### src/rtl/crc8_frame_receiver_macros.svh
// Assertion macros for the CRC-8 frame receiver.
// Used by rtl/crc8_frame_receiver.sv; assumes signals clk and rst_n in scope.
`ifndef CRC8_FRAME_RECEIVER_MACROS_SVH
`define CRC8_FRAME_RECEIVER_MACROS_SVH
`ifndef ASSERT_OFF
`define CRCFR_ASSERT_IMP(lbl, ante, cons) \
  lbl: assert property (@(posedge clk) disable iff (!rst_n) (ante) |-> (cons)) \
    else $error("crc8_frame_receiver: assertion failed");
`define CRCFR_ASSERT_NXT(lbl, ante, cons) \
  lbl: assert property (@(posedge clk) disable iff (!rst_n) (ante) |=> (cons)) \
    else $error("crc8_frame_receiver: assertion failed");
`else
`define CRCFR_ASSERT_IMP(lbl, ante, cons)
`define CRCFR_ASSERT_NXT(lbl, ante, cons)
`endif
`endif

### src/rtl/crcfr_pkg.sv
// Shared types, codes and the CRC-8 byte function for the frame receiver.
// No dependencies.
package crcfr_pkg;

  localparam int BYTE_W   = 8;
  localparam int STATUS_W = 2;
  localparam int IDX_W    = 4;
  localparam int ERR_W    = 16;
  localparam int CFG_IDX_W = 2;
  localparam int LEN_CFG_W = 5;

  typedef logic [BYTE_W-1:0] byte_t;

  localparam logic [STATUS_W-1:0] STATUS_WAIT = 2'd0;
  localparam logic [STATUS_W-1:0] STATUS_GOOD = 2'd1;
  localparam logic [STATUS_W-1:0] STATUS_ERR  = 2'd2;

  localparam logic [CFG_IDX_W-1:0] CFG_START_BYTE = 2'd0;
  localparam logic [CFG_IDX_W-1:0] CFG_CRC_INIT   = 2'd1;
  localparam logic [CFG_IDX_W-1:0] CFG_PAYLOAD_LEN = 2'd2;

  localparam byte_t START_BYTE_RST = 8'hA5;
  localparam byte_t CRC_INIT_RST   = 8'h00;
  localparam logic [LEN_CFG_W-1:0] PAYLOAD_LEN_RST = 5'd12;

  localparam byte_t CRC_POLY = 8'h07;

  typedef enum logic [1:0] {
    PH_IDLE = 2'd0,
    PH_RECV = 2'd1,
    PH_CRC  = 2'd2
  } phase_t;

  typedef enum logic [1:0] {
    CTL_ACCEPT = 2'd0,
    CTL_READ   = 2'd1,
    CTL_EMIT   = 2'd2
  } ctl_t;

  function automatic byte_t crc8_byte(input byte_t crc, input byte_t data);
    byte_t v;
    v = crc ^ data;
    for (int b = 0; b < 8; b++) begin
      if (v[BYTE_W-1]) begin
        v = {v[BYTE_W-2:0], 1'b0} ^ CRC_POLY;
      end else begin
        v = {v[BYTE_W-2:0], 1'b0};
      end
    end
    return v;
  endfunction

endpackage

### src/rtl/crc8_frame_receiver.sv
// CRC-8 framed packet receiver: start-byte detection, payload store, CRC check.
// Depends on crcfr_pkg, crcfr_payload_ram and crc8_frame_receiver_macros.svh.
//
// Usage: link bytes enter on in_rx_byte with in_valid/in_ready. Every input
// transaction yields results on the out_ channel (valid/ready), the final one
// marked by out_last. Bytes outside a frame, and payload bytes, yield one
// waiting result. The CRC byte yields either one error result (counter bumped)
// or the stored payload replayed, one result per stored byte.
// Configuration: cfg_index/cfg_data with cfg_valid/cfg_ready (always ready);
// write only while idle. Index 0 start byte, 1 CRC init, 2 payload length.
// Results are registered: a waiting or error result is valid in the cycle
// after its input transaction; after a good CRC byte the first payload result
// follows a read state, the registered memory read and an emit state.
// Throughput: one input byte per cycle while the output side takes results;
// a good frame replay does a memory read, then an output register load, per byte.
// Input is held off (in_ready low) during replay and while the output
// register holds a result the receiver has not taken.
// Reset: synchronous, clears frame state and the error count, reloads
// configuration defaults; no clearing pass of the payload store is needed.
`include "crc8_frame_receiver_macros.svh"
module crc8_frame_receiver
  import crcfr_pkg::*;
#(
  parameter int PAYLOAD_MAX = 16
) (
  input  logic                 clk,
  input  logic                 rst_n,
  input  logic                 in_valid,
  output logic                 in_ready,
  input  logic [BYTE_W-1:0]    in_rx_byte,
  output logic                 out_valid,
  input  logic                 out_ready,
  output logic [STATUS_W-1:0]  out_status,
  output logic [BYTE_W-1:0]    out_payload_byte,
  output logic [IDX_W-1:0]     out_byte_index,
  output logic                 out_last,
  output logic [ERR_W-1:0]     out_error_total,
  input  logic                 cfg_valid,
  output logic                 cfg_ready,
  input  logic [CFG_IDX_W-1:0] cfg_index,
  input  logic [BYTE_W-1:0]    cfg_data
);

  localparam int ADDR_W = (PAYLOAD_MAX > 1) ? $clog2(PAYLOAD_MAX) : 1;
  localparam int CNT_W  = $clog2(PAYLOAD_MAX + 1);
  localparam int LEN_W  = (CNT_W > LEN_CFG_W) ? CNT_W : LEN_CFG_W;

  ctl_t ctl_r, ctl_nxt;
  phase_t phase_r, phase_nxt;
  byte_t crc_r, crc_nxt;
  logic [CNT_W-1:0] fill_r, fill_nxt;
  logic [ERR_W-1:0] mismatch_r, mismatch_nxt;
  logic [ADDR_W-1:0] rd_idx_r, rd_idx_nxt;

  byte_t start_byte_r, crc_init_r;
  logic [LEN_CFG_W-1:0] len_r;

  logic out_valid_r, out_valid_nxt;
  logic [STATUS_W-1:0] out_status_r, out_status_nxt;
  byte_t out_payload_r, out_payload_nxt;
  logic [IDX_W-1:0] out_index_r, out_index_nxt;
  logic out_last_r, out_last_nxt;
  logic [ERR_W-1:0] out_err_r, out_err_nxt;

  logic out_free, in_acc, out_load;
  logic [LEN_W-1:0] len_ext, eff_len;
  logic [CNT_W-1:0] fill_inc;
  logic rd_last;

  logic ram_we, ram_re;
  byte_t ram_rdata;

  assign cfg_ready = 1'b1;

  always_ff @(posedge clk) begin
    if (!rst_n) begin
      start_byte_r <= START_BYTE_RST;
      crc_init_r   <= CRC_INIT_RST;
      len_r        <= PAYLOAD_LEN_RST;
    end else if (cfg_valid) begin
      unique case (cfg_index)
        CFG_START_BYTE:  start_byte_r <= cfg_data;
        CFG_CRC_INIT:    crc_init_r <= cfg_data;
        CFG_PAYLOAD_LEN: len_r <= cfg_data[LEN_CFG_W-1:0];
        default: ;
      endcase
    end
  end

  assign out_free = !out_valid_r || out_ready;
  assign in_ready = (ctl_r == CTL_ACCEPT) && out_free;
  assign in_acc   = in_valid && in_ready;

  assign len_ext  = LEN_W'(len_r);
  assign eff_len  = (len_ext == '0) ? LEN_W'(1) :
                    (len_ext > LEN_W'(PAYLOAD_MAX)) ? LEN_W'(PAYLOAD_MAX) : len_ext;
  assign fill_inc = fill_r + CNT_W'(1);
  assign rd_last  = (CNT_W'(rd_idx_r) + CNT_W'(1)) == fill_r;

  always_comb begin
    ctl_nxt         = ctl_r;
    phase_nxt       = phase_r;
    crc_nxt         = crc_r;
    fill_nxt        = fill_r;
    mismatch_nxt    = mismatch_r;
    rd_idx_nxt      = rd_idx_r;
    ram_we          = 1'b0;
    ram_re          = 1'b0;
    out_load        = 1'b0;
    out_status_nxt  = STATUS_WAIT;
    out_payload_nxt = '0;
    out_index_nxt   = '0;
    out_last_nxt    = 1'b1;
    unique case (ctl_r)
      CTL_ACCEPT: begin
        if (in_acc) begin
          out_load = 1'b1;
          unique case (phase_r)
            PH_RECV: begin
              if (fill_r < CNT_W'(PAYLOAD_MAX)) begin
                ram_we   = 1'b1;
                fill_nxt = fill_inc;
              end
              crc_nxt = crc8_byte(crc_r, in_rx_byte);
              if (LEN_W'(fill_nxt) >= eff_len) begin
                phase_nxt = PH_CRC;
              end
            end
            PH_CRC: begin
              phase_nxt = PH_IDLE;
              if (in_rx_byte == crc_r) begin
                if (fill_r != '0) begin
                  out_load   = 1'b0;
                  rd_idx_nxt = '0;
                  ctl_nxt    = CTL_READ;
                end
              end else begin
                if (mismatch_r != '1) begin
                  mismatch_nxt = mismatch_r + ERR_W'(1);
                end
                out_status_nxt = STATUS_ERR;
              end
            end
            default: begin
              phase_nxt = PH_IDLE;
              if (in_rx_byte == start_byte_r) begin
                crc_nxt   = crc8_byte(crc_init_r, in_rx_byte);
                fill_nxt  = '0;
                phase_nxt = PH_RECV;
              end
            end
          endcase
        end
      end
      CTL_READ: begin
        ram_re  = 1'b1;
        ctl_nxt = CTL_EMIT;
      end
      CTL_EMIT: begin
        if (out_free) begin
          out_load        = 1'b1;
          out_status_nxt  = STATUS_GOOD;
          out_payload_nxt = ram_rdata;
          out_index_nxt   = IDX_W'(rd_idx_r);
          out_last_nxt    = rd_last;
          if (rd_last) begin
            ctl_nxt = CTL_ACCEPT;
          end else begin
            rd_idx_nxt = rd_idx_r + ADDR_W'(1);
            ctl_nxt    = CTL_READ;
          end
        end
      end
      default: ctl_nxt = CTL_ACCEPT;
    endcase
    out_err_nxt   = mismatch_nxt;
    out_valid_nxt = out_load || (out_valid_r && !out_ready);
  end

  always_ff @(posedge clk) begin
    if (!rst_n) begin
      ctl_r       <= CTL_ACCEPT;
      phase_r     <= PH_IDLE;
      crc_r       <= '0;
      fill_r      <= '0;
      mismatch_r  <= '0;
      rd_idx_r    <= '0;
      out_valid_r <= 1'b0;
    end else begin
      ctl_r       <= ctl_nxt;
      phase_r     <= phase_nxt;
      crc_r       <= crc_nxt;
      fill_r      <= fill_nxt;
      mismatch_r  <= mismatch_nxt;
      rd_idx_r    <= rd_idx_nxt;
      out_valid_r <= out_valid_nxt;
    end
  end

  always_ff @(posedge clk) begin
    if (out_load) begin
      out_status_r  <= out_status_nxt;
      out_payload_r <= out_payload_nxt;
      out_index_r   <= out_index_nxt;
      out_last_r    <= out_last_nxt;
      out_err_r     <= out_err_nxt;
    end
  end

  crcfr_payload_ram #(
    .DEPTH  (PAYLOAD_MAX),
    .ADDR_W (ADDR_W)
  ) u_payload_ram (
    .clk     (clk),
    .wr_en   (ram_we),
    .wr_addr (fill_r[ADDR_W-1:0]),
    .wr_data (in_rx_byte),
    .rd_en   (ram_re),
    .rd_addr (rd_idx_r),
    .rd_data (ram_rdata)
  );

  assign out_valid        = out_valid_r;
  assign out_status       = out_status_r;
  assign out_payload_byte = out_payload_r;
  assign out_byte_index   = out_index_r;
  assign out_last         = out_last_r;
  assign out_error_total  = out_err_r;

  `CRCFR_ASSERT_NXT(a_err_monotonic, 1'b1, mismatch_r >= $past(mismatch_r))
  `CRCFR_ASSERT_IMP(a_recv_room, phase_r == PH_RECV, fill_r < CNT_W'(PAYLOAD_MAX))
  `CRCFR_ASSERT_IMP(a_replay_in_range, ctl_r != CTL_ACCEPT, CNT_W'(rd_idx_r) < fill_r)
  `CRCFR_ASSERT_IMP(a_no_write_in_replay, ctl_r != CTL_ACCEPT, !ram_we)

endmodule

### src/rtl/crcfr_payload_ram.sv
// Payload store: one write port, one read port with registered read data.
// Depends on crcfr_pkg.
module crcfr_payload_ram
  import crcfr_pkg::*;
#(
  parameter int DEPTH  = 16,
  parameter int ADDR_W = 4
) (
  input  logic              clk,
  input  logic              wr_en,
  input  logic [ADDR_W-1:0] wr_addr,
  input  byte_t             wr_data,
  input  logic              rd_en,
  input  logic [ADDR_W-1:0] rd_addr,
  output byte_t             rd_data
);

  byte_t mem [DEPTH];
  byte_t rd_data_r;

  always_ff @(posedge clk) begin
    if (wr_en) begin
      mem[wr_addr] <= wr_data;
    end
  end

  always_ff @(posedge clk) begin
    if (rd_en) begin
      rd_data_r <= mem[rd_addr];
    end
  end

  assign rd_data = rd_data_r;

endmodule
### config.mk
export PLATFORM = sky130hd
export DESIGN_NAME = crc8_frame_receiver
export DESIGN_NICKNAME = d
export VERILOG_FILES = /design/src/rtl/crcfr_pkg.sv /design/src/rtl/crc8_frame_receiver.sv /design/src/rtl/crcfr_payload_ram.sv
export VERILOG_INCLUDE_DIRS = /design/src /design/src/rtl
export SDC_FILE = /design/constraint.sdc
export NUM_CORES = 1
export LEC_CHECK = 0
export ABC_AREA = 1
export BUFFER_PORTS_ARGS = -buffer_cell sky130_fd_sc_hd__buf_4
export CORE_AREA = 2 2 146 148
export CTS_CLUSTER_SIZE = 20
export DETAILED_ROUTE_END_ITERATION = 8
export DIE_AREA = 0 0 148 150
export GPL_TIMING_DRIVEN = 0
export PLACE_DENSITY = 0.67
export REMOVE_ABC_BUFFERS = 1
export SYNTH_ARGS = -nofsm -noshare
export SYNTH_HDL_FRONTEND = slang
export SYNTH_SLANG_ARGS = --single-unit
### constraint.sdc
create_clock -name clk -period 4.63 [get_ports clk]
set_input_delay 0.926 -clock clk [delete_from_list [all_inputs] [get_ports clk]]
set_output_delay 0.926 -clock clk [all_outputs]
set_load 0.01 [all_outputs]
After elaboration in Yosys (flattened, before gate mapping) --
Memories as Yosys holds them, arrays and structs flattened. A register that Yosys moved wholly into a read port is not among the register bits. Cells that the tools add are included.
Storage, ports and cells: flip-flop bits (word level) 90, latch bits 0, RAM bits 128, ROM bits 0, input port bits 23, output and inout bits 34, word-level logic and storage cells 196, memories 1
Memories:
- u_payload_ram.mem | depth 16, bits a word 8, read ports 1, clocked after Yosys merged registers in 1, wr ports 1, RTL line crcfr_payload_ram.sv:18 | byte_t mem [DEPTH];
Operators by class: add/sub/neg operators 4, $mul 0, div/mod/pow operators 0, magnitude comparators 3, equal/unequal tests 17, shifts and indexed selects 0, mux-type cells 115, bitwise logic cells 19, reduce and logical (&&, ||, !) cells 22
Operators by type and width (number):
- 8-bit two-way mux | 50
- 16-bit two-way mux | 5
- 3-bit two-way mux | 16
- 3-bit inverter | 16
- 5-bit two-way mux | 7
- 4-bit two-way mux | 6
- 2-bit two-way mux | 9
- 16-bit by 1-bit adder with 16-bit output, second input constant | 1
- 8-bit equality test | 2
- 16-bit inequality test, second input constant | 1
- 8-bit one-hot mux with 2 select lines | 1
- 8-bit bitwise XOR | 2
- 1-bit two-way mux | 15
- 5-bit one-hot mux with 2 select lines | 1
- 2-bit inequality test, second input constant | 4
- 2-bit one-hot mux with 2 select lines | 2
- 4-bit one-hot mux with 2 select lines | 1
- 2-bit AND reduction | 4
- 7-bit AND reduction | 1
- 2-bit by 1-bit equality test with 1-bit output, second input constant | 3
- 2-bit equality test, second input constant | 3
- 2-bit by 1-bit inequality test with 1-bit output, second input constant | 3
- 2-bit one-hot mux with 3 select lines | 1
- 4-bit by 1-bit adder with 5-bit output, second input constant | 1
- 19 further kinds | 25

Logic depth before layout (Yosys ltp) --
Gate-level depths: netlist of run 1.
depth in word-level cells 47, depth in mapped cells 14, depth with buffers taken out 13

Modules after synthesis --
From an unflattened synthesis of run 1, not the netlist that was laid out.
Unflattened totals: cells, all modules 1209, area total of the unflattened synthesis 10741.6 um^2
By module, submodules not included:
- crcfr_payload_ram | times used 1, cells each 551, area each 5846.9 um^2, seq. area each 4083.9 um^2
- crc8_frame_receiver | times used 1, cells each 658, area each 4894.7 um^2, seq. area each 2112.0 um^2

Least setup slack after synthesis of run 1 --
OpenSTA, ideal clock, no wires.
path kind input port to flip-flop, start input in_rx_byte[7], end register out_valid_r, in the netlist out_valid, library setup time 0.121 ns, data arrival time 2.926 ns, data required time 4.509 ns, slack 1.583 ns, cell stages on the path 10, path buffers 1, cells stage by stage buf_2 > xnor2_1 > ha_1 > nand2_1 > nor2_1 > nand3_2 > o21ai_0 > nand2_1 > o21ai_0 > inv_1
On the way: word-level cells in the longest chain between the ends 6
RTL lines:
- start, declared | RTL line crc8_frame_receiver.sv:30 | input logic [BYTE_W-1:0] in_rx_byte,
- 8-bit equality test | RTL line crc8_frame_receiver.sv:131 | if (in_rx_byte == crc_r) begin
- 1-bit two-way mux | RTL line crc8_frame_receiver.sv:131
- 1-bit two-way mux | RTL line crc8_frame_receiver.sv:118 | unique case (phase_r)
- 1-bit two-way mux | RTL line crc8_frame_receiver.sv:116 | if (in_acc) begin
- 1-bit one-hot mux with 2 select lines | RTL line crc8_frame_receiver.sv:114 | unique case (ctl_r)
- named net out_load | RTL line crc8_frame_receiver.sv:65 | logic out_free, in_acc, out_load;
- 1-bit logical OR | RTL line crc8_frame_receiver.sv:177 | out_valid_nxt = out_load || (out_valid_r && !out_ready);
- end signal, assigned | RTL line crc8_frame_receiver.sv:196 | out_valid_r <= out_valid_nxt;
- end, declared | RTL line crc8_frame_receiver.sv:58 | logic out_valid_r, out_valid_nxt;
The timed path passes the listed nets, and every way through them passes these cells. A chain may end at the register's enable or synchronous reset.

==> out/qor.yml, run 1 <==
worst_setup_path:
  r2r_slack_ns: 1.28
  timing.rr.end: "u_payload_ram.rd_data[7]"
  crit_required_ns: 4.89
  worstSetupStartpointType: "register"
  crit_type: "reg2reg"
  worstReg2RegStart: "rd_idx_r[1]"
  cp-end-kind: "register"
  path_max_fanout: 38
  arrival_ns: 3.61
  reg2regPathDepth: 5
synth:
  async_reset_ff_share_pct: 0
  syn_inst: 1038
  netlist_area_mm2: 0.0102
  synth_ff_type: "edfxtp_1"
  ys_seq_area_share_pct: 60.7
  synth-edff-count: 167
  yosysUniqueCellTypes: 44
  ys_warn_count: 0
  yosys.area_share.simple_pct: 17.8
  yosysTopAreaCell: "edfxtp_1"
  synthAdderAreaFrac_pct: 1.96
  ys_ff_latch: 226
  ys_top_cells_by_area: "edfxtp_1, dfxtp_1, nand2_1, nor2_1, o21ai_0"
  synth_xor_area_share_pct: 3.60
  synth.area.mux_share_pct: 0
  synth_top_family_by_area: "simple AND/OR/NAND/NOR gates"
  synth_top_area_share_pct: 49.1
  synth_area_per_cell_um2: 9.84
  synth_compound_area_share_pct: 10.5
global_routing:
  grt_start_max_net_pins: 56
  antenna_found_initial: 0
  grt_use_total_pct: 20.2
  overflow: 0
  grt_pass1_vias: 6690
  grt_pass1_wl_um: 35100
routing:
  drt-initial-drc-count: 466
  wl_um: 22400
  ant_nets: 0
  drc: 0
  via_per_inst: 5.29
  wl_per_cell_um: 16.3
  vias: 7241
  dr.pass1.iters: 5
sta:
  drv_slew: 0
  fin_setup_tns_ns: 0
  period_needed_ns: 3.35
  finalSetupViolCount: 0
  worstMarginPinSlew_ns: 1.44
  rsz0062_at_grt: "false"
  fmax_ghz: 0.299
  fin_worst_skew_ns: 0.0136
  fin_crit_sh_pct: 72.4
  timing.final.hold_violations: 0
  relSlewSlack_pct: 3.87
floorplan:
  ios: 57
  die_h_um: 150
  initial_utilization_pct: 49.4
  dieArea_mm2: 0.0222
  num_rows: 53
  die_w_um: 148
  core_mm2: 0.0207
clock_network:
  hold_buffers: 0
  cts_root_buf: "clkbuf_16"
  clock_sinks: 226
  htreeDepth: 1
  cts_tree: "yes"
  path_clk_slew_ns: 0.06
  cts_buffers: 24
  cts_max_path_buffers: 3
  cts_setup_buffers: 0
  insertion_delay_ns: 0.52
  ctsResizeCount: 0
placement:
  hpwl_um: 14200
  port_buffers: 55
  gp_congestion: 0.854
job:
  cap_violations: 0
power:
  vdd_drop_max_mv: 0.273
  power.leakage_nw: 4.44
  power_per_cell_area_mw_per_mm2: 368
layout:
  layout-drive-gt1-share_pct: 9.96
  nFillCells: 1828
  multiInputGateArea_mm2: 0.00347
  fin_util_pct: 56.0
  final_cell_mix: "nand2_1, edfxtp_1, nor2_1, o21ai_0, inv_1"
  final_common_cell: "nand2_1"
  area_growth_pct: 13.4
  nets: 1116
  ff_latch_area_mm2: 0.00620
  antennaDiodeCount: 0
hold_path:
  whs_path_depth: 2
  worstHoldStart: "crc_init_r[4]"
  hp-class: "reg2reg"
  min_to: "crc_init_r[4]"
outcome:
  status: "finished clean"
-- registers in the layout, indices dropped and copies added, names as in the netlist --
name / count
u_payload_ram.mem: 128
mismatch_r: 16
out_error_total: 16
crc_init_r: 8
crc_r: 8
out_payload_byte: 8
start_byte_r: 8
u_payload_ram.rd_data: 8
fill_r: 5
len_ext: 5
out_byte_index: 4
rd_idx_r: 4
ctl_r: 2
out_status: 2
phase_r: 2
out_last: 1
out_valid: 1
-- through the flow --
stage,hold WS (ns),instances,area [um2],setup WS (ns),total power [W]
after floorplan,0.436,994,10000,1.48,0.00239
after global placement,0.447,1324,10800,-0.463,0.00248
after detailed placement,0.450,1326,10800,0.724,0.00248
after CTS,0.459,1369,11600,1.25,0.00430
after global routing,0.483,1369,11600,1.02,0.00440
final,0.457,1369,11600,1.28,0.00427
-- Yosys cell counts, types with 5 or more instances --
| cell | number |
|---|---|
| nand2_1 | 170 |
| edfxtp_1 | 167 |
| nor2_1 | 155 |
| o21ai_0 | 103 |
| inv_1 | 95 |
| dfxtp_1 | 59 |
| nand3_1 | 52 |
| a21oi_1 | 34 |
| clkbuf_1 | 31 |
| xnor2_1 | 25 |
| o221ai_1 | 23 |
| xor2_1 | 17 |
| ha_1 | 16 |
| nand4_1 | 12 |
| buf_2 | 10 |
| nor3_1 | 9 |
| o211ai_1 | 9 |
| o22ai_1 | 9 |
| nand3b_1 | 5 |
-- report_power, final --
part	switching [W]	internal [W]
combinational	0.000145	0.0000857
clock	0.000755	0.00108
sequential	0.0000123	0.00220
-- cells by family after synthesis --
group / after synthesis
simple gates: 423
flops: 226
compound gates: 187
buf+inv: 143
xor+xnor: 42
fa+ha+maj: 16
other cells: 1
-- routing by layer --
metal  track usage (%)  share of wire, %  vias to the layer above
met5                 0                 0                        -
li1                  -                 -                     3622
met1              27.9                45                     3406
met3              2.96               5.4                       30
met2              33.9                48                      183
met4              4.90               1.6                        0
-- final cells by class --
cell class	instances	area share, %
clock inverter	8	0.561
multi-input combinational	669	30.0
clock buffer	35	5.90
tap	275	2.97
timing repair buffer	57	3.91
inverter	99	3.23
sequential	226	53.5
-- worst max-delay path, cell delays in order, from the launching register on --
cell,delay [ns]
dfxtp_1,1.28
inv_1,0.94
o21ai_0,0.28
o221ai_1,0.25
o211ai_1,0.23
nand2_1,0.08
-- how the worst max path moves through the flow --
| stage | from | end | slack [ns] |
|---|---|---|---|
| 2_1_floorplan | rd_idx_r[0] | u_payload_ram.rd_data[3] | 1.48 |
| 3_3_place_gp | rd_idx_r[0] | u_payload_ram.rd_data[4] | -0.46 |
| 3_5_place_dp | in_rx_byte[3] | out_valid | 0.72 |
| 4_1_cts | in_rx_byte[3] | out_valid | 1.25 |
| 5_1_grt | rd_idx_r[1] | u_payload_ram.rd_data[4] | 1.02 |
| 6_report | rd_idx_r[1] | u_payload_ram.rd_data[7] | 1.28 |
Power figures use the tool's default switching activity.
==> run 2: changes to the inputs <==
==> constraint.sdc (replaced) <==
create_clock -name clk -period 3.1 [get_ports clk]
set_input_delay 0.62 -clock clk [delete_from_list [all_inputs] [get_ports clk]]
set_output_delay 0.62 -clock clk [all_outputs]
set_load 0.01 [all_outputs]
==> out/qor.yml, run 2 (synthesis results as in run 1) <==
global_routing:
  grt_use_total_pct: 20.2  # unchanged
  grt_start_max_net_pins: 56  # unchanged
  overflow: 0  # unchanged
  antenna_found_initial: 0  # unchanged
  grt_pass1_wl_um: 35200  # about the same
  grt_pass1_vias: 6702  # +0.18%
placement:
  dp_slack_ns: -0.500  # -1.22 ns
  port_buffers: 55  # unchanged
  hpwl_um: 14200  # unchanged
  dp_cells: 1326  # unchanged
  gp_congestion: 0.854  # unchanged
clock_network:
  cts_max_path_buffers: 3  # unchanged
  cts_tree: "yes"
  insertion_delay_ns: 0.52  # about the same
  cts_root_buf: "clkbuf_16"
  hold_buffers: 0  # unchanged
  path_clk_slew_ns: 0.06  # about the same
  clock_sinks: 226  # unchanged
  cts_buffers: 24  # unchanged
  htreeDepth: 1  # unchanged
worst_setup_path:
  reg2regPathDepth: 6  # +1
  startpoint: "phase_r[1]"
  crit_path_end: "u_payload_ram.mem[12][5]"
  cp-end-kind: "register"
  worstSetupStartpointType: "register"
  arrival_ns: 3.16  # -0.45 ns
  path_max_fanout: 18  # -53%
  r2r_slack_ns: 0.05  # -1.23 ns
  timing.rr.end: "u_payload_ram.mem[12][5]"
  worstReg2RegStart: "phase_r[1]"
  crit_required_ns: 3.21  # -1.68 ns
  crit_type: "reg2reg"
routing:
  via_per_inst: 5.27  # -0.33%
  ant_nets: 0  # unchanged
  wl_um: 22300  # -0.12%
  vias: 7217  # -0.33%
  drt-initial-drc-count: 503  # +7.9%
  drc: 0  # unchanged
  wl_per_cell_um: 16.3  # -0.12%
  dr.pass1.iters: 5  # unchanged
sta:
  fmax_ghz: 0.328  # +9.8%
  drv_slew: 0  # unchanged
  rsz0062_at_grt: "true"
  finalSetupViolCount: 0  # unchanged
  fin_ws_ns: 0.0501  # -1.23 ns
  worstMarginPinSlew_ns: 1.32  # -0.120 ns
  relSlewSlack_pct: 11.3  # +7.4 points
  fin_crit_sh_pct: 98.4  # +26 points
  timing.final.hold_violations: 0  # unchanged
  fin_worst_skew_ns: 0.0148  # +0.00123 ns
  fin_hold_ws_ns: 0.317  # -0.140 ns
  period_needed_ns: 3.05  # -0.300 ns
layout:
  nets: 1116  # unchanged
  final_cell_mix: "nand2_1, edfxtp_1, nor2_1, o21ai_0, inv_1"
  final_common_cell: "nand2_1"
  stdcell_count: 1369  # unchanged
  largest_register: "u_payload_ram.mem"
  largest_reg_flops: 128  # unchanged
  layout-drive-gt1-share_pct: 11.3  # +1.4 points
  antennaDiodeCount: 0  # unchanged
  area_growth_pct: 13.8
  fin_util_pct: 56.2  # +0.18 points
outcome:
  status: "finished clean"
hold_path:
  hp-class: "in2reg"
floorplan:
  dieArea_mm2: 0.0222  # unchanged
  initial_utilization_pct: 49.4  # unchanged
  ios: 57  # unchanged
  die_h_um: 150  # unchanged
  num_rows: 53  # unchanged
  core_mm2: 0.0207  # unchanged
  die_w_um: 148  # unchanged
power:
  power.leakage_nw: 4.44  # about the same
  power_per_cell_area_mw_per_mm2: 549  # +49%
  vdd_drop_max_mv: 0.405  # +49%
job:
  cap_violations: 0  # unchanged
==> run 2: cell count changes in the layout (fill, tap and decap cells not counted), sizes merged <==
cell and delta:
clkinvlp +1, clkinv -1
==> run 2: final cells by class <==
type	instances	area (um2)
fillers	1822	9060
flip-flops and latches	226	6200
multi-input cells	669	3500
clock buffers	35	683
repair buffers	57	453
inverters	99	378
well taps	275	344
clock inverters	8	65.1
==> run 2: critical path, cell delays in order (launching register included) <==
cell and delay [ns]:
dfxtp_1 0.31, inv_1 0.07, ha_1 0.43, clkinvlp_4 0.43, nor2_1 0.20, nand2_1 0.17
nor3_1 1.04
==> run 2: where the power goes <==
part	internal, W	switching, W	total [W]
Combinational	0.000128	0.000216	0.000344
Sequential	0.00328	0.0000183	0.00330
Clock	0.00161	0.00113	0.00273
==> run 2: metrics by stage <==
| stage | power (W) | instance area (um2) | TNS (ns) |
|---|---|---|---|
| floorplan | 0.00356 | 10000 | -0.307 |
| global placement | 0.00370 | 10800 | -37.53 |
| detailed placement | 0.00371 | 10800 | -17.09 |
| CTS | 0.00642 | 11600 | -1.10 |
| global route | 0.00658 | 11600 | -2.61 |
| finish | 0.00638 | 11600 | 0 |
==> run 2: how the worst min path moves through the flow <==
stage / startpoint / endpoint / slack [ns] / cells after the start
finish: cfg_data[7] / start_byte_r[7] / 0.32 / 3
global route: cfg_data[7] / start_byte_r[7] / 0.33 / 3
CTS: cfg_data[7] / start_byte_r[7] / 0.30 / 3
detailed placement: crc_init_r[4] / crc_init_r[4] / 0.45 / 2
global placement: crc_init_r[4] / crc_init_r[4] / 0.45 / 2
floorplan: crc_init_r[2] / crc_init_r[2] / 0.44 / 2
==> run 2: timing repair <==
action	4_1_cts	5_1_grt
setup endpoints to repair	34	116
pin swaps	0	0
setup buffers	0	0
gates resized for setup	2	14
==> run 2: layer usage <==
metal | part of all wire, % | GRT usage (%)
met5 | 0 | 0
met2 | 48 | 33.8
met3 | 6.2 | 2.96
met1 | 45 | 28.0
met4 | 1.6 | 5.14
